## config.mk

```make
export PLATFORM = sky130hd
export DESIGN_NAME = switch_press_mode_controller_unit_flat
export DESIGN_NICKNAME = d
export VERILOG_FILES = /design/src/hdl/spmc_pkg.sv /design/src/hdl/spmc_if.sv /design/src/hdl/spmc_step.sv /design/src/hdl/switch_press_mode_controller_unit.sv /design/src/flat_wrapper.sv
export VERILOG_INCLUDE_DIRS = /design/src /design/src/hdl
export SDC_FILE = /design/constraint.sdc
export NUM_CORES = 1
export LEC_CHECK = 0
export BUFFER_PORTS_ARGS = -buffer_cell sky130_fd_sc_hd__buf_2
export CORE_MARGIN = 4
export CORE_UTILIZATION = 45
export DETAILED_ROUTE_END_ITERATION = 8
export MAX_ROUTING_LAYER = met4
export SYNTH_ARGS = -nofsm -noshare
export SYNTH_HDL_FRONTEND = slang
export SYNTH_HIERARCHICAL = 1
export SYNTH_SLANG_ARGS = --single-unit
```

## constraint.sdc

```tcl
create_clock -name clk -period 6.8 [get_ports clk]
set_input_delay 1.36 -clock clk [delete_from_list [all_inputs] [get_ports clk]]
set_output_delay 1.36 -clock clk [all_outputs]
set_load 0.02 [all_outputs]
```

## src/hdl/switch_press_mode_controller_unit_macros.svh

```systemverilog
// ----------------------------------------------------------------------------
// Switch press mode controller: assertion macros
// Concurrent assertion helpers clocked on clk and disabled while rst_n is low.
// ----------------------------------------------------------------------------
`ifndef SWITCH_PRESS_MODE_CONTROLLER_UNIT_MACROS_SVH
`define SWITCH_PRESS_MODE_CONTROLLER_UNIT_MACROS_SVH

// The consequent must hold in the same cycle as the antecedent.
`define SPMC_ASSERT_SAME(label, ante, cons, msg) \
  label: assert property (@(posedge clk) disable iff (!rst_n) (ante) |-> (cons)) \
    else $error(msg);

// The consequent must hold in the cycle after the antecedent.
`define SPMC_ASSERT_NEXT(label, ante, cons, msg) \
  label: assert property (@(posedge clk) disable iff (!rst_n) (ante) |=> (cons)) \
    else $error(msg);

`endif

```

## src/hdl/spmc_pkg.sv

```systemverilog
// ----------------------------------------------------------------------------
// Switch press mode controller package
// Field widths, switch codes, register indexes, state and result types.
// ----------------------------------------------------------------------------
`default_nettype none

package spmc_pkg;

  localparam int SwW     = 2;
  localparam int TimeW   = 32;
  localparam int CfgW    = 16;
  localparam int CfgIdxW = 1;
  localparam int LedW    = 6;
  localparam int CountW  = 3;
  localparam int ModeW   = 3;

  localparam logic [SwW-1:0] SW_UP   = 2'd0;
  localparam logic [SwW-1:0] SW_MID  = 2'd1;
  localparam logic [SwW-1:0] SW_DOWN = 2'd2;
  localparam logic [SwW-1:0] SW_BAD  = 2'd3;

  localparam logic [CfgIdxW-1:0] REG_LONG_PRESS = 1'd0;
  localparam logic [CfgIdxW-1:0] REG_LED_HOLD   = 1'd1;

  localparam logic [CfgW-1:0] LONG_PRESS_RST = 16'd1000;
  localparam logic [CfgW-1:0] LED_HOLD_RST   = 16'd500;

  localparam logic [CountW-1:0] MAX_NOTES = 3'd6;
  localparam logic [ModeW-1:0]  LAST_MODE = 3'd6;

  typedef struct packed {
    logic              primed;
    logic [SwW-1:0]    prev_sw;
    logic              short_pending;
    logic              long_consumed;
    logic              press_timing;
    logic [TimeW-1:0]  press_start;
    logic [CountW-1:0] note_count;
    logic              limit_on;
    logic [ModeW-1:0]  mode;
    logic              hold_running;
    logic [TimeW-1:0]  hold_end;
    logic [TimeW-1:0]  change_stamp;
  } state_t;

  typedef struct packed {
    logic              led_write;
    logic [LedW-1:0]   led_bits;
    logic              fixed_length_on;
    logic [CountW-1:0] fixed_length;
    logic [ModeW-1:0]  dir_mode;
    logic              mode_pulse;
    logic              hold_busy;
    logic [TimeW-1:0]  last_change_ms;
  } result_t;

  // Note count shown as a bar of lit LEDs; out-of-range counts show all six.
  function automatic logic [LedW-1:0] bar_of(input logic [CountW-1:0] n);
    logic [LedW-1:0] bar;
    case (n)
      3'd1:    bar = 6'b000001;
      3'd2:    bar = 6'b000011;
      3'd3:    bar = 6'b000111;
      3'd4:    bar = 6'b001111;
      3'd5:    bar = 6'b011111;
      default: bar = 6'b111111;
    endcase
    return bar;
  endfunction

  function automatic logic [LedW-1:0] mode_leds(input logic [ModeW-1:0] m);
    logic [LedW-1:0] pat;
    case (m)
      3'd0:    pat = 6'b000001;
      3'd1:    pat = 6'b010000;
      3'd2:    pat = 6'b000011;
      3'd3:    pat = 6'b110000;
      3'd4:    pat = 6'b010010;
      3'd5:    pat = 6'b100001;
      3'd6:    pat = 6'b011001;
      default: pat = 6'b000001;
    endcase
    return pat;
  endfunction

endpackage

`default_nettype wire

```

## src/hdl/spmc_if.sv

```systemverilog
// ----------------------------------------------------------------------------
// Switch press mode controller channel interfaces
// Valid/ready channels for switch polls and for poll results.
// ----------------------------------------------------------------------------
`default_nettype none

interface spmc_in_if;
  logic                          valid;
  logic                          ready;
  logic [spmc_pkg::SwW-1:0]      switch_position;
  logic [spmc_pkg::TimeW-1:0]    now_ms;

  modport source (output valid, output switch_position, output now_ms, input ready);
  modport sink   (input valid, input switch_position, input now_ms, output ready);
endinterface

interface spmc_out_if;
  logic                          valid;
  logic                          ready;
  logic                          led_write;
  logic [spmc_pkg::LedW-1:0]     led_bits;
  logic                          fixed_length_on;
  logic [spmc_pkg::CountW-1:0]   fixed_length;
  logic [spmc_pkg::ModeW-1:0]    dir_mode;
  logic                          mode_pulse;
  logic                          hold_busy;
  logic [spmc_pkg::TimeW-1:0]    last_change_ms;

  modport source (output valid, output led_write, output led_bits,
                  output fixed_length_on, output fixed_length, output dir_mode,
                  output mode_pulse, output hold_busy,
                  output last_change_ms, input ready);
  modport sink   (input valid, input led_write, input led_bits,
                  input fixed_length_on, input fixed_length, input dir_mode,
                  input mode_pulse, input hold_busy,
                  input last_change_ms, output ready);
endinterface

`default_nettype wire

```

## src/hdl/spmc_step.sv

```systemverilog
// ----------------------------------------------------------------------------
// Switch press mode controller: poll step
// Combinational next state and result for one switch poll.
// ----------------------------------------------------------------------------
`default_nettype none

module spmc_step (
  input  spmc_pkg::state_t                st,
  input  logic [spmc_pkg::SwW-1:0]        switch_position,
  input  logic [spmc_pkg::TimeW-1:0]      now_ms,
  input  logic [spmc_pkg::CfgW-1:0]       long_press_ms,
  input  logic [spmc_pkg::CfgW-1:0]       led_hold_ms,
  output spmc_pkg::state_t                st_nxt,
  output spmc_pkg::result_t               res
);

  logic [spmc_pkg::SwW-1:0]   sw;
  logic [spmc_pkg::TimeW-1:0] since_hold_end;
  logic [spmc_pkg::TimeW-1:0] held_for;
  logic                       wrote;
  logic [spmc_pkg::LedW-1:0]  pattern;
  logic                       changed;

  assign sw             = (switch_position == spmc_pkg::SW_BAD) ? spmc_pkg::SW_UP
                                                                 : switch_position;
  assign since_hold_end = now_ms - st.hold_end;

  always_comb begin
    st_nxt   = st;
    wrote    = 1'b0;
    pattern  = '0;
    changed  = 1'b0;
    held_for = '0;

    if (!st.primed) begin
      st_nxt.primed  = 1'b1;
      st_nxt.prev_sw = sw;
    end else begin
      // Wrap-safe end of hold: the hold is over once now is not before the end.
      if (st.hold_running && !since_hold_end[spmc_pkg::TimeW-1]) begin
        st_nxt.hold_running = 1'b0;
      end

      if (sw != st.prev_sw) begin
        if (st.prev_sw == spmc_pkg::SW_DOWN) begin
          if (st.short_pending && !st.long_consumed) begin
            st_nxt.note_count = (st.note_count >= spmc_pkg::MAX_NOTES) ? 3'd1
                                : st.note_count + 3'd1;
            if (!st_nxt.hold_running) begin
              st_nxt.change_stamp = now_ms;
              wrote               = 1'b1;
              pattern             = spmc_pkg::bar_of(st_nxt.note_count);
            end
          end
          st_nxt.short_pending = 1'b0;
          st_nxt.long_consumed = 1'b0;
          st_nxt.press_timing  = 1'b0;
          st_nxt.press_start   = '0;
        end
        if (sw == spmc_pkg::SW_DOWN) begin
          st_nxt.press_start   = now_ms;
          st_nxt.press_timing  = 1'b1;
          st_nxt.short_pending = 1'b1;
          st_nxt.long_consumed = 1'b0;
        end else if (sw == spmc_pkg::SW_MID) begin
          st_nxt.limit_on = 1'b1;
          if (!st_nxt.hold_running) begin
            st_nxt.change_stamp = now_ms;
            wrote               = 1'b1;
            pattern             = spmc_pkg::bar_of(st_nxt.note_count);
          end
        end else begin
          st_nxt.limit_on = 1'b0;
          if (!st_nxt.hold_running) begin
            st_nxt.change_stamp = '0;
          end
        end
        st_nxt.prev_sw = sw;
      end

      // The long-press test sees the press state left by any switch change
      // above, so a press that begins on this poll is timed from now.
      held_for = now_ms - st_nxt.press_start;
      if ((sw == spmc_pkg::SW_DOWN) && st_nxt.press_timing && !st_nxt.long_consumed &&
          (held_for >= {{(spmc_pkg::TimeW-spmc_pkg::CfgW){1'b0}}, long_press_ms})) begin
        st_nxt.mode          = (st.mode == spmc_pkg::LAST_MODE) ? '0 : st.mode + 3'd1;
        changed              = 1'b1;
        st_nxt.long_consumed = 1'b1;
        st_nxt.short_pending = 1'b0;
        wrote                = 1'b1;
        pattern              = spmc_pkg::mode_leds(st_nxt.mode);
        st_nxt.hold_running  = 1'b1;
        st_nxt.hold_end      = now_ms +
                               {{(spmc_pkg::TimeW-spmc_pkg::CfgW){1'b0}}, led_hold_ms};
        st_nxt.change_stamp  = now_ms;
      end
    end

    res.led_write       = wrote;
    res.led_bits        = wrote ? pattern : '0;
    res.fixed_length_on = st_nxt.limit_on;
    res.fixed_length    = st_nxt.note_count;
    res.dir_mode        = st_nxt.mode;
    res.mode_pulse      = changed;
    res.hold_busy       = st_nxt.hold_running;
    res.last_change_ms  = st_nxt.change_stamp;
  end

endmodule

`default_nettype wire

```

## src/hdl/switch_press_mode_controller_unit.sv

```systemverilog
// ----------------------------------------------------------------------------
// Switch press mode controller
// Short/long press handling of a three-position switch, one poll at a time.
// ----------------------------------------------------------------------------
// Usage:
//   in_ch carries one switch poll per transaction: switch_position and now_ms.
//   out_ch carries exactly one result transaction for every accepted poll,
//   in order: LED write and pattern, note count and limit, direction mode,
//   mode-changed pulse, hold status and last LED change timestamp.
//   cfg_we/cfg_index/cfg_wdata write long_press_ms (index 0) and led_hold_ms
//   (index 1); write them only while no poll is in flight.
// Latency and throughput:
//   A poll's result is registered and offered on out_ch in the cycle after the
//   poll is accepted. The state update is a single pass of compare and add
//   logic, so one poll can be accepted every cycle unless out_ch stalls.
// Reset (rst_n low, synchronous): state returns to its initial values, the
//   registers to 1000 and 500 ms, and the result register empties. The first
//   poll after reset only records the switch position.
// Stalls: while a result waits and out_ch.ready is low, in_ch.ready is low;
//   nothing is dropped, and the waiting result holds steady.
// ----------------------------------------------------------------------------
`default_nettype none

`include "switch_press_mode_controller_unit_macros.svh"

module switch_press_mode_controller_unit (
  input  logic                           clk,
  input  logic                           rst_n,
  spmc_in_if.sink                        in_ch,
  spmc_out_if.source                     out_ch,
  input  logic                           cfg_we,
  input  logic [spmc_pkg::CfgIdxW-1:0]   cfg_index,
  input  logic [spmc_pkg::CfgW-1:0]      cfg_wdata
);

  spmc_pkg::state_t          st_r;
  spmc_pkg::state_t          st_nxt;
  spmc_pkg::result_t         res_nxt;
  spmc_pkg::result_t         res_r;
  logic                      out_valid_r;
  logic [spmc_pkg::CfgW-1:0] long_press_r;
  logic [spmc_pkg::CfgW-1:0] led_hold_r;
  logic                      in_ready;
  logic                      in_accept;

  assign in_ready    = !out_valid_r || out_ch.ready;
  assign in_accept   = in_ch.valid && in_ready;
  assign in_ch.ready = in_ready;

  spmc_step u_step (
    .st              (st_r),
    .switch_position (in_ch.switch_position),
    .now_ms          (in_ch.now_ms),
    .long_press_ms   (long_press_r),
    .led_hold_ms     (led_hold_r),
    .st_nxt          (st_nxt),
    .res             (res_nxt)
  );

  always_ff @(posedge clk) begin
    if (!rst_n) begin
      long_press_r <= spmc_pkg::LONG_PRESS_RST;
      led_hold_r   <= spmc_pkg::LED_HOLD_RST;
    end else if (cfg_we) begin
      case (cfg_index)
        spmc_pkg::REG_LONG_PRESS: long_press_r <= cfg_wdata;
        spmc_pkg::REG_LED_HOLD:   led_hold_r   <= cfg_wdata;
        default: ;
      endcase
    end
  end

  always_ff @(posedge clk) begin
    if (!rst_n) begin
      st_r.primed        <= 1'b0;
      st_r.prev_sw       <= spmc_pkg::SW_UP;
      st_r.short_pending <= 1'b0;
      st_r.long_consumed <= 1'b0;
      st_r.press_timing  <= 1'b0;
      st_r.press_start   <= '0;
      st_r.note_count    <= spmc_pkg::MAX_NOTES;
      st_r.limit_on      <= 1'b0;
      st_r.mode          <= '0;
      st_r.hold_running  <= 1'b0;
      st_r.hold_end      <= '0;
      st_r.change_stamp  <= '0;
      out_valid_r        <= 1'b0;
    end else begin
      if (in_accept) begin
        st_r <= st_nxt;
      end
      if (in_accept) begin
        out_valid_r <= 1'b1;
      end else if (out_ch.ready) begin
        out_valid_r <= 1'b0;
      end
    end
  end

  always_ff @(posedge clk) begin
    if (in_accept) begin
      res_r <= res_nxt;
    end
  end

  assign out_ch.valid           = out_valid_r;
  assign out_ch.led_write       = res_r.led_write;
  assign out_ch.led_bits        = res_r.led_bits;
  assign out_ch.fixed_length_on = res_r.fixed_length_on;
  assign out_ch.fixed_length    = res_r.fixed_length;
  assign out_ch.dir_mode        = res_r.dir_mode;
  assign out_ch.mode_pulse      = res_r.mode_pulse;
  assign out_ch.hold_busy       = res_r.hold_busy;
  assign out_ch.last_change_ms  = res_r.last_change_ms;

  // A long press always writes its mode pattern and starts a hold.
  `SPMC_ASSERT_SAME(a_mode_change_writes, out_valid_r && res_r.mode_pulse, res_r.led_write && res_r.hold_busy, "mode change without LED write and hold")

  // Every accepted transaction leaves a result waiting in the next cycle.
  `SPMC_ASSERT_NEXT(a_accept_gives_result, in_accept, out_valid_r, "accepted poll produced no result")

  // The note count never leaves its 1 to 6 range.
  `SPMC_ASSERT_SAME(a_note_count_range, 1'b1, (st_r.note_count != 3'd0) && (st_r.note_count <= spmc_pkg::MAX_NOTES), "note count out of range")

  // State only moves on an accepted transaction.
  `SPMC_ASSERT_NEXT(a_state_holds, !in_accept, $stable(st_r), "state changed without a poll")

endmodule

`default_nettype wire

```

## src/flat_wrapper.sv

```systemverilog
// flat-port wrapper written by rule: the top's interface ports become plain ports
module switch_press_mode_controller_unit_flat 
  (clk, rst_n, cfg_we, cfg_index, cfg_wdata, in_ch_valid, in_ch_switch_position, in_ch_now_ms, in_ch_ready, out_ch_valid, out_ch_led_write, out_ch_led_bits, out_ch_fixed_length_on, out_ch_fixed_length, out_ch_dir_mode, out_ch_mode_pulse, out_ch_hold_busy, out_ch_last_change_ms, out_ch_ready);
  spmc_in_if in_ch_i ();
  spmc_out_if out_ch_i ();
  input  logic clk;
  input  logic rst_n;
  input  logic cfg_we;
  input  logic [spmc_pkg::CfgIdxW-1:0] cfg_index;
  input  logic [spmc_pkg::CfgW-1:0] cfg_wdata;
  input wire logic [$bits(in_ch_i.valid)-1:0] in_ch_valid;
  input wire logic [$bits(in_ch_i.switch_position)-1:0] in_ch_switch_position;
  input wire logic [$bits(in_ch_i.now_ms)-1:0] in_ch_now_ms;
  output wire logic [$bits(in_ch_i.ready)-1:0] in_ch_ready;
  output wire logic [$bits(out_ch_i.valid)-1:0] out_ch_valid;
  output wire logic [$bits(out_ch_i.led_write)-1:0] out_ch_led_write;
  output wire logic [$bits(out_ch_i.led_bits)-1:0] out_ch_led_bits;
  output wire logic [$bits(out_ch_i.fixed_length_on)-1:0] out_ch_fixed_length_on;
  output wire logic [$bits(out_ch_i.fixed_length)-1:0] out_ch_fixed_length;
  output wire logic [$bits(out_ch_i.dir_mode)-1:0] out_ch_dir_mode;
  output wire logic [$bits(out_ch_i.mode_pulse)-1:0] out_ch_mode_pulse;
  output wire logic [$bits(out_ch_i.hold_busy)-1:0] out_ch_hold_busy;
  output wire logic [$bits(out_ch_i.last_change_ms)-1:0] out_ch_last_change_ms;
  input wire logic [$bits(out_ch_i.ready)-1:0] out_ch_ready;
  assign in_ch_i.valid = in_ch_valid;
  assign in_ch_i.switch_position = in_ch_switch_position;
  assign in_ch_i.now_ms = in_ch_now_ms;
  assign in_ch_ready = in_ch_i.ready;
  assign out_ch_valid = out_ch_i.valid;
  assign out_ch_led_write = out_ch_i.led_write;
  assign out_ch_led_bits = out_ch_i.led_bits;
  assign out_ch_fixed_length_on = out_ch_i.fixed_length_on;
  assign out_ch_fixed_length = out_ch_i.fixed_length;
  assign out_ch_dir_mode = out_ch_i.dir_mode;
  assign out_ch_mode_pulse = out_ch_i.mode_pulse;
  assign out_ch_hold_busy = out_ch_i.hold_busy;
  assign out_ch_last_change_ms = out_ch_i.last_change_ms;
  assign out_ch_i.ready = out_ch_ready;
  switch_press_mode_controller_unit u_core (.clk(clk), .rst_n(rst_n), .in_ch(in_ch_i), .out_ch(out_ch_i), .cfg_we(cfg_we), .cfg_index(cfg_index), .cfg_wdata(cfg_wdata));
endmodule
```

# [Word level (Yosys, flattened, before mapping)]
# Index checks and enable logic that the tools add are counted.
[totals] elab_cells=124 inputBits=56 reg_bits=191
[op_classes] n_addsub=5 n_reduce_logical=19 n_mux=49 magnitude_cmp=2 n_bitwise=1 eq_ne=25
[ops] operator="2-to-1 mux 32 bit" n=8
[ops] operator="2-to-1 mux 38 bit" n=3
[ops] operator="2-to-1 mux 41 bit" n=2
[ops] operator="2-to-1 mux 72 bit" n=1
[ops] operator="2-to-1 mux 68 bit" n=1
[ops] operator="subtractor 32 bit" n=2
[ops] operator="one-hot mux 6 bit (5 select lines)" n=2
[ops] operator="2-to-1 mux 6 bit" n=8
[ops] operator="one-hot mux 6 bit (6 select lines)" n=1
[ops] operator="2-to-1 mux 35 bit" n=1
[ops] operator="adder 32 x 16 -> 32 bit" n=1
[ops] operator=">= comparator 32 x 16 -> 1 bit" n=1
[ops] operator="== test 3 bit, second input constant" n=8
[ops] operator="== test 3 x 2 -> 1 bit, second input constant" n=6
[ops] operator="2-to-1 mux 1 bit" n=16
[ops] operator="AND reduction 2 bit" n=5
[ops] operator="== test 3 x 1 -> 1 bit, second input constant" n=3
[ops] operator="2-to-1 mux 3 bit" n=3
[ops] operator="adder 3 x 1 -> 3 bit, second input constant" n=2
[ops] operator="== test 2 bit, second input constant" n=3
[ops] operator="logical AND 1 bit" n=6
[ops] operator="2-to-1 mux 2 bit" n=3
[ops] operator="zero test 1 bit" n=4
[ops] operator="inequality test 4 bit, second input constant" n=1
[ops] operator="other kinds (10)" n=10

# [Logic depth before layout (Yosys ltp)]
# Gate-level depths: netlist (run 1).
[logic_depth] word_depth=15 mapped_depth=36 depth_no_buf=32

# [By module]
# The synthesis (run 1) kept the hierarchy.
[modules_own_cells] mod="switch_press_mode_controller_unit" area_per_inst_um2=6999.2 n_inst=1 cells_per_inst=673
[modules_own_cells] mod="spmc_step" area_per_inst_um2=6822.8 n_inst=1 cells_per_inst=1009

# [Worst setup path after synthesis (run 1)]
# Ideal clock, no wire load.
[synth_path] path_type="input to register" start="input in_ch_switch_position[0]" end="register u_core/st_r[2] in the netlist's numbering" t_required_ps=6674 arrival_time_ps=6855 setup_slack_ps=-181 stages=36 cell_sequence="nand2b_1 > buf_4 > inv_2 > xnor2_1 > clkbuf_1 > a22o_1 > ha_1 > fa_1 > o22ai_1 > o21ai_0 > and4bb_1 > or2_1 > and2_1 > nor2_1 > o21a_1 > nor2_1 > xnor2_1 > ha_1 > nand2_1 > nor2_1 > a211oi_1 > o22a_1 > o211ai_1 > or4_1 > nor4_1 > o2111ai_1 > nor4_2 > a21oi_4 > nand2_4 > inv_4 > a31o_4 > buf_6 > a22o_1 > buf_4 > nand2_1 > mux2i_1"
[synth_lines] item="start, declared" line_no="flat_wrapper.sv:12" text="input wire logic [$bits(in_ch_i.switch_position)-1:0] in_ch_switch_position;"
[synth_lines] item="end signal, assigned" line_no="switch_press_mode_controller_unit.sv:90" text="st_r <= st_nxt;"
[synth_lines] item="end, declared" line_no="switch_press_mode_controller_unit.sv:36" text="spmc_pkg::state_t st_r;"

==> results summary, run 1 <==
TritonCTS built the clock tree. The count of antenna-violating nets left after detailed routing is 0. The first detailed-routing pass took 5 iterations. The data arrival at the endpoint of the critical path is 6.93 ns. The startpoint identified for the worst hold timing path is u_core/st_r[45]. The required time of the critical path is 7.17 ns. The number of remaining DRC errors came out at 0. In the final routed layout, each cell accounts on average for 17.4 µm. The core region is 30000 µm². The first global-routing pass estimated 60100 µm of wire.

The die covers 33600 µm². The worst path needs 6.56 ns of the cycle, external delays included. The worst setup path is captured at a flip-flop. Input and output buffers added on the ports amount to 105. In this design, the critical path's most frequently occurring cell is sky130_fd_sc_hd__nor2_1. The detail-routed via count per cell is 5.61.

The count of non-filler cells in the finished layout is 2169. The number of global-route vias before repair came out at 11400. The global-route usage over all layers came out at 22.6%. After synthesis the netlist holds a flip-flop and latch count of 191. The deepest level of the CTS H-tree came out at 4. The path type of the worst min-delay path is flip-flop to flip-flop. The number of buffers added by the clock tree synthesis step came out at 17. Measured against its own limit, the worst slew margin works out to 21.7%.

The maximum number of pins on one net before global-route repair came out at 114. The library cell used as clock root buffer is sky130_fd_sc_hd__clkbuf_16. Clock latency on the worst-skew pair, taken at its later pin, is 0.46 ns. The post-route netlist has 16.1% of its cells at a drive strength greater than 1.

Power spread over the standard cell area amounts to 193 nW/µm². The count of flip-flops with a built-in enable after synthesis is 48. The die height is 183 µm.

The run finished with clean final reports. The largest clock skew in the final design came out at 0.0190 ns. In this run the cell area of the synthesized design comes to 13800 µm².

The peak supply drop came out at 0.174 mV. Broken down by cell family, the worst path's largest delay share belongs to simple AND/OR/NAND/NOR gates. The mean post-synth cell area is 8.22 µm².

Summing all flip-flop and latch instances after layout gives 4300 µm². The sequential share of the synthesized area is 31.1%. The number of placed instances with taps included came out at 2129. STA classifies the critical path startpoint as a primary input. The layout has 2906 filler cells. For this run, the slowest stage of the critical path takes 0.44 ns. The iteration-0 DRC count of the detailed router came out at 831.

The total negative setup slack is 0 ns. At the end of the flow, the number of nets in the layout was 1917. The share of the core filled with cells in the final layout is 52.1%. The maximum buffer depth of the clock tree came out at 2.

For flop-to-flop paths, the worst setup slack is 0.49 ns. The top-level port count is 106. The worst register-to-register path has a depth of 33. The total congestion overflow came out at 0.

The total setup violations reported at the end of the flow is 0. Clock-pin slew was measured on the worst setup and hold paths at 0.07 ns. Counting every net in the synthesized netlist gives 1833.

The count of yosys warnings during synthesis came out at 6. 0 antenna diodes ended up in the layout. The async set or reset register ratio after synthesis is 0%. In this run the horizontal extent of the chip is 183 µm. In this run the critical register-to-register path is launched from u_core/st_r[108].

Detailed placement ended at an HPWL of 27400 µm. The number of antenna violations at the first check in global routing is 0. Among all stages on the critical path, the largest delay is contributed by sky130_fd_sc_hd__or4_4. The worst setup path is of the primary input to flip-flop kind. The initial core utilization came out at 46.1%. The clock net sink count came out at 191. The number of distinct library cells after synthesis came out at 85. The post-synthesis instance total is 1682. The number of maximum-capacitance constraint violations came out at 0. The critical path contains buffers and inverters numbering 6 combined.

The area growth from synthesis to final layout came out at 12.9%. The top fanout value on the critical path is 10. The highest attainable clock frequency came out at 152 MHz. The number of slew-limit violations in the final report is 0. The post-detailed-routing wire length came out at 37800 µm. The number of hold violations in the final report is 0. The total number of vias is 12200. The static leakage came out at 6.41 nW. The number of rows created at floorplan came out at 63. The reg-to-reg critical path endpoint is u_core/st_r[13]. The share of the cycle needed by the critical path after routing is 96.5%. The transition time of the tightest slew-check pin is 1.17 ns.

The worst hold path passes through 2 cells. The path with the worst hold slack has its endpoint at u_core/st_r[45]. In the synthesized netlist the dominant register cell turns out to be sky130_fd_sc_hd__dfxtp_1. The global placer's final weighted congestion came out at 0.939. The area of the multi-input gates is 8510 µm².
## cell usage after synthesis, drive strengths merged, types with 4 or more instances
cell type	number	area (µm²)
nor2	63	236
a22o	66	578
nor3b	8	60.1
nand2b	17	114
a22oi	27	203
a21oi	92	472
xnor2	36	315
o21ai	75	375
dfxtp	143	2860
o21bai	8	60.1
and2	9	56.3
or3	5	31.3
nor2b	12	75.1
nor3	19	95.1
and3	14	92.6
mux2i	119	1190
xor2	23	201
inv	75	284
clkbuf	66	249
a31oi	8	56.3
nand2	364	1380
nor4	5	37.5
o22ai	10	62.6
a21o	34	255
a31o	4	43.8
a211oi	7	52.6
ha	93	1160
edfxtp	48	1440
nand4	15	93.8
o211ai	12	90.1
nand3	35	175
mux2	10	113
buf	79	603
or2	7	43.8
o21a	7	52.6
a21boi	25	188
## cell families (layout without fill, tap and decap cells)
kind of cell	after synthesis	after routing	synth area share [%]
muxes	129	129	9.43
buffers and inverters	221	317	8.25
DFF	191	191	31.1
other	1	1	0.0271
AOI/OAI and AO/OA	401	402	19.9
and+or+nand+nor	584	584	18.7
adders and majority gates	96	96	8.78
xor gates and xnor gates	59	59	3.74
## registers in the layout (all words and copies together), names as in the netlist
signal and count:
u_core/led_hold_r 16, u_core/long_press_r 16, u_core/out_ch.dir_mode 3, u_core/out_ch.fixed_length 3, u_core/out_ch.fixed_length_on 1, u_core/out_ch.hold_busy 1, u_core/out_ch.last_change_ms 32, u_core/out_ch.led_bits 6
u_core/out_ch.led_write 1, u_core/out_ch.mode_pulse 1, u_core/out_ch.valid 1, u_core/st_r 110
## worst register-to-register path: cells and delay by family (launching register included)
family / cells / cell delay (ns)
AOI/OAI and AO/OA: 11 / 1.59
xor gates and xnor gates: 1 / 0.18
adders and majority gates: 3 / 0.87
buffers and inverters: 4 / 0.63
DFF: 1 / 0.41
muxes: 1 / 0.16
and+or+nand+nor: 13 / 2.37
## report_power, final
group,switching [mW],total [mW],internal [mW]
sequential,0.0228,1.22,1.20
combinational,0.435,0.742,0.307
clock,0.503,1.05,0.543
## metrics by stage
step / hold WS, ns / setup WS (ns) / instance area [µm²] / power [mW]
finish: 0.457 / 0.237 / 15600 / 3.01
global route: 0.469 / -0.0315 / 15600 / 3.16
CTS: 0.462 / 0.0327 / 15400 / 3.02
detailed placement: 0.446 / -0.725 / 14800 / 1.96
global placement: 0.441 / -0.508 / 14800 / 1.95
floorplan: 0.431 / 0.00621 / 13800 / 1.73
## routing by layer
| layer | track usage (%) | wire length (µm) | share of wire (%) | up-vias |
|---|---|---|---|---|
| met3 | 4.13 | 1890 | 5.0 | 42 |
| met2 | 35.0 | 17300 | 46 | 260 |
| met4 | 5.01 | 559 | 1.5 | 0 |
| li1 | - | - | - | 6052 |
| met1 | 31.0 | 18100 | 48 | 5818 |
| met5 | - | 0 | 0 | - |
## timing repair
action / in CTS / in global routing
endpoints found under the setup margin: 99 / 107
cloned: 1 / 2
hold buffers: 0 / 0
resized for setup: 6 / 20
hold endpoints to repair: 0 / 0
pin swaps: 0 / 5
buffers inserted: 0 / 5
## worst max path at each step
stage / start / end / slack, ns / cells after the start
floorplan: in_ch_switch_position[0] / u_core/st_r[2] / 0.006 / 36
global placement: in_ch_switch_position[0] / u_core/st_r[16] / -0.51 / 30
detailed placement: in_ch_switch_position[0] / u_core/st_r[2] / -0.72 / 30
CTS: in_ch_switch_position[0] / u_core/st_r[2] / 0.03 / 34
global route: in_ch_switch_position[0] / u_core/st_r[0] / -0.03 / 35
finish: in_ch_switch_position[0] / u_core/st_r[13] / 0.24 / 35
## cell usage in the layout, fill, tap and decap left out, drive strengths merged, types with 7 or more instances in the layout
master / netlist / final
nand2b: 17 / 17
nor2b: 12 / 12
nand3: 35 / 35
or2: 7 / 7
clkbuf: 66 / 21
o211ai: 12 / 12
nor2: 63 / 63
mux2i: 119 / 119
o22ai: 10 / 10
nor3: 19 / 19
a21boi: 25 / 25
nor3b: 8 / 8
buf: 79 / 207
a22o: 66 / 66
a21oi: 92 / 92
o21ai: 75 / 75
o21bai: 8 / 8
a31oi: 8 / 8
and2: 9 / 9
and3: 14 / 14
ha: 93 / 93
edfxtp: 48 / 48
mux2: 10 / 10
xnor2: 36 / 36
nand4: 15 / 15
a22oi: 27 / 27
xor2: 23 / 23
nand2: 364 / 364
dfxtp: 143 / 143
a21o: 34 / 34
a211oi: 7 / 7
o21a: 7 / 7
inv: 75 / 84
## final cells by class
class                   count  share of cell area, %
multi-input cells        1271                   54.5
flip-flops and latches    191                   27.6
repair buffers            209                   9.10
well taps                 390                   3.13
clock buffers              19                   2.91
inverters                  76                   1.86
clock inverters            13                  0.898
Power figures use the tool's default switching activity.
==> run 2, diff against run 1 <==
--- a/config.mk
+++ b/config.mk
@@ -7,8 +7,9 @@
 export NUM_CORES = 1
 export LEC_CHECK = 0
 export BUFFER_PORTS_ARGS = -buffer_cell sky130_fd_sc_hd__buf_2
+export CAP_MARGIN = 20
 export CORE_MARGIN = 4
-export CORE_UTILIZATION = 45
+export CORE_UTILIZATION = 40
 export DETAILED_ROUTE_END_ITERATION = 8
 export MAX_ROUTING_LAYER = met4
 export SYNTH_ARGS = -nofsm -noshare
==> results summary, run 2 (synthesized netlist as in run 1, its figures left out) <==
The number of antenna violations at the first check in global routing is 0 (unchanged). The library cell used most frequently in the layout, excluding fill and tap cells, is sky130_fd_sc_hd__nand2_1. The area of the core region came to 33800 µm² (+13%).

The number of rows created at floorplan came out at 67 (+6.3%). The total die area is 37600 µm² (+12%). The met1 track demand over resource is 28.8% (-2.2 points). The peak supply drop was 0.179 mV (+2.8%). The number of diodes came out at 0 (unchanged). The clock net sink count came out at 191 (unchanged).

The internal power component is 2.07 mW (+1.2%). The worst slew margin relative to its limit is 28.8% (+7.0 points). The die width came to 194 µm (+5.8%). The CTS tree is yes.

The count of antenna-violating nets left after detailed routing came out at 0 (unchanged). Setup repair after global routing could not meet its margin everywhere. The count of TritonRoute iterations in the first routing pass is 5 (unchanged). The proportion of power drawn by flip-flops and latches is 40.4% (-0.2 points). The biggest cell delay along the critical path came out at 0.54 ns (+0.10 ns). The register area is 4300 µm² (unchanged). The cell area after layout was 15900 µm² (+2.0%). The deepest level of the CTS H-tree is 4 (unchanged).

The total number of vias came out at 12200 (+0.56%). The number of maximum-capacitance constraint violations came out at 0 (unchanged). The total congestion overflow is 0 (unchanged). The placed cell area was 14900 µm² (+0.52%). The number of buffers added by the clock tree synthesis step is 17 (unchanged). The clock latency reported for the late side of the worst-skew pair came out at 0.46 ns (about the same). The worst setup path is of the primary input to flip-flop kind. The port buffer count is 105 (unchanged). In the layout the commonest cells are sky130_fd_sc_hd__nand2_1 (362), sky130_fd_sc_hd__dfxtp_1 (143), sky130_fd_sc_hd__mux2i_1 (119), sky130_fd_sc_hd__buf_2 (102), sky130_fd_sc_hd__buf_4 (97). The transition time of the tightest slew-check pin is 1.06 ns (-0.110 ns). The required time of the critical path came out at 7.18 ns (about the same). The highest attainable clock frequency came to 150 MHz (-1.5%). The detailed-placement wirelength estimate is 27800 µm (+1.4%).

The first-pass GRT wire length is 63200 µm (+5.2%). The run finished with clean final reports. The register ranked first by flip-flop count is u_core/st_r. The portion of total power attributed to combinational logic is 25.1% (+0.5 points). The net total in the final layout came to 1928 (+0.57%). The clock network fraction of total power is 34.5% (-0.2 points). The number of flip-flops under the largest register name came out at 110 (unchanged). The share of the cycle needed by the critical path after routing is 97.9% (+1.4 points).

met2 is the most crowded layer. The mean routed wirelength per cell is 18.1 µm (+3.9%). The post-detailed-routing wire length was 40500 µm (+7.2%). The switching share of total power came to 31.6% (-0.32 points). The net switching power of the design is 958 µW (-0.31%). The area growth from synthesis to final layout is 15.2%. The total power per unit cell area came to 190 nW/µm² (-1.3%). The number of slew-limit violations in the final report is 0 (unchanged).

The largest clock skew in the final design came out at 0.0186 ns (-0.000470 ns). STA classifies the critical path endpoint as a flip-flop. The iteration-0 DRC count of the detailed router came out at 786 (-5.4%). The global-route usage over all layers came out at 20.9% (-1.7 points). The total setup violations reported at the end of the flow came out at 0 (unchanged).

The cts-stage hold buffer count is 0 (unchanged). The final-layout fill cell count was 3272 (+13%). The most common cell type on the critical path is sky130_fd_sc_hd__o21ai_1. The data arrival at the endpoint of the critical path was 7.04 ns (+0.11 ns). The largest individual stage delay along the critical path comes from the cell sky130_fd_sc_hd__or4_4.

The share of the core filled with cells in the final layout is 47.1% (-5.0 points). The global placer's final weighted congestion is 0.951 (+1.3%). The met2 global-route usage is 32.8% (-2.1 points). The top fanout value on the critical path came out at 6 (-4).

The die height came out at 194 µm (+5.8%). The maximum number of pins on one net before global-route repair came to 107 (-6.1%). The routing usage on met3 was 3.15% (-0.98 points).

The maximum buffer depth of the clock tree came out at 2 (unchanged). The library cell used as clock root buffer is sky130_fd_sc_hd__clkbuf_16. The final period demand of the worst path is 6.66 ns (+0.0977 ns). The number of global-route vias before repair is 11700 (+2.6%). The area of the multi-input gates came to 8590 µm² (+0.96%). The initial core utilization was 40.9% (-5.2 points).

The detail-routed via count per cell was 5.47 (-2.5%). The worst setup path is launched from a primary input. The static leakage came out at 6.51 nW (+1.5%). The number of remaining DRC errors is 0 (unchanged). The clock-pin transition on the worst setup and hold timing paths is 0.08 ns (about the same). In this run the worst hold path is classified as flip-flop to flip-flop. The top-level port count came to 106 (unchanged). The number of hold violations in the final report came out at 0 (unchanged). The fraction of layout cells with a size suffix above 1 was 17.0% (+0.91 points).
## run 2: cell type report
| type | count | area share [%] |
|---|---|---|
| tap | 448 | 3.52 |
| clock buffer | 20 | 3.01 |
| clock inverter | 12 | 0.747 |
| multi-input combinational | 1273 | 54.0 |
| sequential | 191 | 27.0 |
| timing repair buffer | 218 | 9.88 |
| inverter | 76 | 1.85 |
## run 2: final timing paths
kind | slack [ns] | end | start | cells after the start
min | 0.46 | u_core/st_r[14] | u_core/st_r[14] | 2
min reg2reg | 0.46 | u_core/st_r[14] | u_core/st_r[14] | 2
max | 0.14 | u_core/st_r[13] | in_ch_switch_position[0] | 33
max reg2reg | 0.56 | u_core/st_r[13] | u_core/st_r[108] | 32
## run 2: worst max-delay path: cells and delay by family
family	cells	cell delay, ns
and+or+nand+nor	9	1.85
AOI/OAI and AO/OA	11	1.71
muxes	1	0.15
adders and majority gates	3	0.76
buffers and inverters	7	0.95
xor gates and xnor gates	2	0.22
## run 2: per-stage QoR
| stage | hold WS, ns | TNS [ns] | setup slack, ns | power [mW] | cells |
|---|---|---|---|---|---|
| 5_1_grt | 0.476 | -1.92 | -0.0924 | 3.18 | 2238 |
| 3_3_place_gp | 0.442 | -79.43 | -0.831 | 1.95 | 2186 |
| 2_1_floorplan | 0.431 | 0 | 0.00621 | 1.73 | 1682 |
| 6_report | 0.457 | 0 | 0.140 | 3.03 | 2238 |
| 4_1_cts | 0.460 | 0 | 0.0283 | 3.02 | 2220 |
| 3_5_place_dp | 0.447 | -83.42 | -0.889 | 1.96 | 2187 |
## run 2: power by group through the flow
stage	Sequential (mW)	Clock, mW	Combinational [mW]
floorplan	1.26	0	0.469
global placement	1.25	0	0.706
detailed placement	1.25	0	0.714
CTS	1.22	1.07	0.724
global route	1.23	1.12	0.835
finish	1.22	1.05	0.762
## run 2: layer usage
metal  part of all wire (%)  routed length [µm]
met4                    1.3                 543
met3                    4.0                1630
met5                      0                   0
met1                     48               19500
met2                     47               18900
## run 2: timing repair
| item | 4_1_cts | 5_1_grt |
|---|---|---|
| resized for setup | 8 | 37 |
| pin swaps | 0 | 36 |
| setup buffers | 0 | 9 |
| setup endpoints to repair | 107 | 107 |
| gates cloned | 1 | 8 |
==> run 3, diff against run 2 <==
--- a/config.mk
+++ b/config.mk
@@ -8,10 +8,10 @@
 export LEC_CHECK = 0
 export BUFFER_PORTS_ARGS = -buffer_cell sky130_fd_sc_hd__buf_2
 export CAP_MARGIN = 20
-export CORE_MARGIN = 4
+export CORE_ASPECT_RATIO = 1.25
+export CORE_MARGIN = 3
 export CORE_UTILIZATION = 40
 export DETAILED_ROUTE_END_ITERATION = 8
-export MAX_ROUTING_LAYER = met4
 export SYNTH_ARGS = -nofsm -noshare
 export SYNTH_HDL_FRONTEND = slang
 export SYNTH_HIERARCHICAL = 1
==> results summary, run 3 (synthesized netlist as in run 1, its figures left out) <==
The worst slew margin relative to its limit is 29.0% (+0.26 points). The count of antenna-violating nets left after detailed routing came out at 0 (unchanged). The total die area is 36800 µm² (-2.0%). The die height is 214 µm (+10%). The number of global-route vias before repair came to 11600 (-0.86%). The clock latency reported for the late side of the worst-skew pair came out at 0.46 ns (about the same). The detailed-placement wirelength estimate came out at 28100 µm (+1.3%). The iteration-0 DRC count of the detailed router is 922 (+17%). In this run the worst hold path is classified as flip-flop to flip-flop.

The port buffer count is 105 (unchanged). The total setup violations reported at the end of the flow is 0 (unchanged). The share of the cycle needed by the critical path after routing is 96.7% (-1.3 points). The initial core utilization came to 40.9% (about the same).

The area growth from synthesis to final layout is 15.0%. The biggest cell delay along the critical path is 0.44 ns (-0.10 ns). The maximum buffer depth of the clock tree was 2 (unchanged). The highest attainable clock frequency came to 152 MHz (+1.3%). The global-route usage over all layers is 20.9% (+0.090 points). The fraction of layout cells with a size suffix above 1 is 17.5% (+0.50 points). The global placer's final weighted congestion is 0.917 (-3.6%). The deepest level of the CTS H-tree is 4 (unchanged). The post-detailed-routing wire length was 40600 µm (+0.19%). The final period demand of the worst path came to 6.57 ns (-0.0882 ns). STA classifies the critical path startpoint as a primary input. The total number of vias came out at 12300 (+0.79%). Counting flops per register, the top entry is u_core/st_r. TritonCTS built the clock tree.

The number of rows created at floorplan is 75 (+12%). The data arrival at the endpoint of the critical path came out at 6.80 ns (-0.24 ns). The critical path in this run is classified as primary input to flip-flop.

The count of non-filler cells in the finished layout came out at 2213 (-1.1%). The required time of the critical path is 7.02 ns (-0.16 ns). The worst hold margin is 0.455 ns (-0.00205 ns). The top fanout value on the critical path came out at 8 (+2). The die width is 172 µm (-11%).

The transition time of the tightest slew-check pin was 1.06 ns (-0.00393 ns). The largest clock skew in the final design is 0.00901 ns (-0.00957 ns). Setup repair after global routing could not meet its margin everywhere.

The detail-routed via count per cell came out at 5.57 (+1.9%). The final-layout fill cell count came to 3289 (+0.52%). The most frequent standard cell in the layout excluding fill and tap cells is sky130_fd_sc_hd__nand2_1. The worst setup path is captured at a flip-flop.

The top cell types in the final layout, fill and taps aside, are sky130_fd_sc_hd__nand2_1 (361), sky130_fd_sc_hd__dfxtp_1 (143), sky130_fd_sc_hd__mux2i_1 (118), sky130_fd_sc_hd__buf_2 (103), sky130_fd_sc_hd__buf_4 (98). The number of maximum-capacitance constraint violations is 0 (unchanged). The number of diodes is 0 (unchanged). The peak supply drop is 0.177 mV (-0.69%).

The final setup slack of the worst path is 0.228 ns (+0.0882 ns). The number of remaining DRC errors came out at 0 (unchanged). The mean routed wirelength per cell came to 18.3 µm (+1.3%). The cts-stage hold buffer count is 0 (unchanged). The first-pass GRT wire length came out at 61300 µm (-3.1%). The number of hold violations in the final report came out at 0 (unchanged). The number of buffers added by the clock tree synthesis step came out at 17 (unchanged).

The maximum number of pins on one net before global-route repair came out at 129 (+21%). The count of TritonRoute iterations in the first routing pass is 5 (unchanged). The largest individual stage delay along the critical path comes from the cell sky130_fd_sc_hd__or4_4.

The pre-CTS setup slack came out at -0.725 ns (+0.164 ns). The clock-pin transition on the worst setup and hold timing paths is 0.07 ns (about the same). The total power per unit cell area came out at 188 nW/µm² (-1.3%). The number of flip-flops under the largest register name is 110 (unchanged).

The library cell used as clock root buffer is sky130_fd_sc_hd__clkbuf_16. The number of slew-limit violations in the final report is 0 (unchanged). The clock net sink count was 191 (unchanged). The number of antenna violations at the first check in global routing was 0 (unchanged). The top-level port count is 106 (unchanged). The flow ran to the end, and the final reports show no timing, DRC or antenna violations. The net total in the final layout is 1928 (unchanged). The area of the core region came out at 33800 µm² (about the same).

The number of placed instances with taps included was 2166 (-0.96%). The total congestion overflow was 0 (unchanged). The static leakage is 6.50 nW (-0.10%).
==> run 3: cell types whose count changed in the layout (fill, tap and decap cells not counted), sizes merged <==
cell / before / now
a31o: 7 / 6
buf: 213 / 215
clkbuf: 25 / 22
clkinv: 4 / 7
clkinvlp: 1 / 3
inv: 82 / 79
==> run 3: critical path, delay by kind of cell <==
family,cells,cell delay (ns)
AOI/OAI and AO/OA,11,1.74
xor gates and xnor gates,2,0.22
adders and majority gates,3,0.86
buffers and inverters,6,0.66
and+or+nand+nor,12,1.93
==> run 3: routing by layer <==
metal  global-route usage [%]  routed length, µm
met1                     26.7              17800
met2                     36.6              20300
met3                     2.40               1370
met4                     7.46               1070
met5                        0                  0
==> run 3: path summary, 6_finish.rpt <==
check                                              start                               end  slack, ns  cells past startpoint
worst min register to register           u_core/st_r[38]                   u_core/st_r[38]       0.46                      2
worst max register to register          u_core/st_r[108]  u_core/out_ch.last_change_ms[18]       0.69                     32
worst min-delay path                     u_core/st_r[38]                   u_core/st_r[38]       0.46                      2
worst max-delay path            in_ch_switch_position[0]  u_core/out_ch.last_change_ms[18]       0.23                     34
==> run 3: where the power goes <==
group	switching (mW)	leakage, nW	internal [mW]
Combinational	0.446	4.59	0.314
Clock	0.487	0.274	0.520
Sequential	0.0216	1.64	1.20
==> run 3: cell type report <==
type | count | area [µm²] | share of cell area [%]
clock buffer | 18 | 439 | 2.76
clock inverter | 14 | 133 | 0.834
inverter | 76 | 300 | 1.89
multi-input combinational | 1272 | 8610 | 54.2
sequential | 191 | 4300 | 27.1
tap | 423 | 529 | 3.33
timing repair buffer | 219 | 1580 | 9.92
==> run 3: what timing repair did <==
item / CTS / global route
gates cloned: 1 / 7
endpoints found under the setup margin: 77 / 107
setup buffers: 0 / 7
resized for setup: 5 / 53
pin swaps: 0 / 19
==> run 3: through the flow <==
step	area (µm²)	setup TNS, ns	power, mW	utilization (%)
after floorplan	13800	0	1.73	-
after global placement	14900	-55.38	1.96	44.0
after detailed placement	14900	-65.79	1.97	44.1
after CTS	15500	0	2.98	45.9
after global routing	15900	-5.83	3.13	47.1
final	15900	0	2.99	47.1
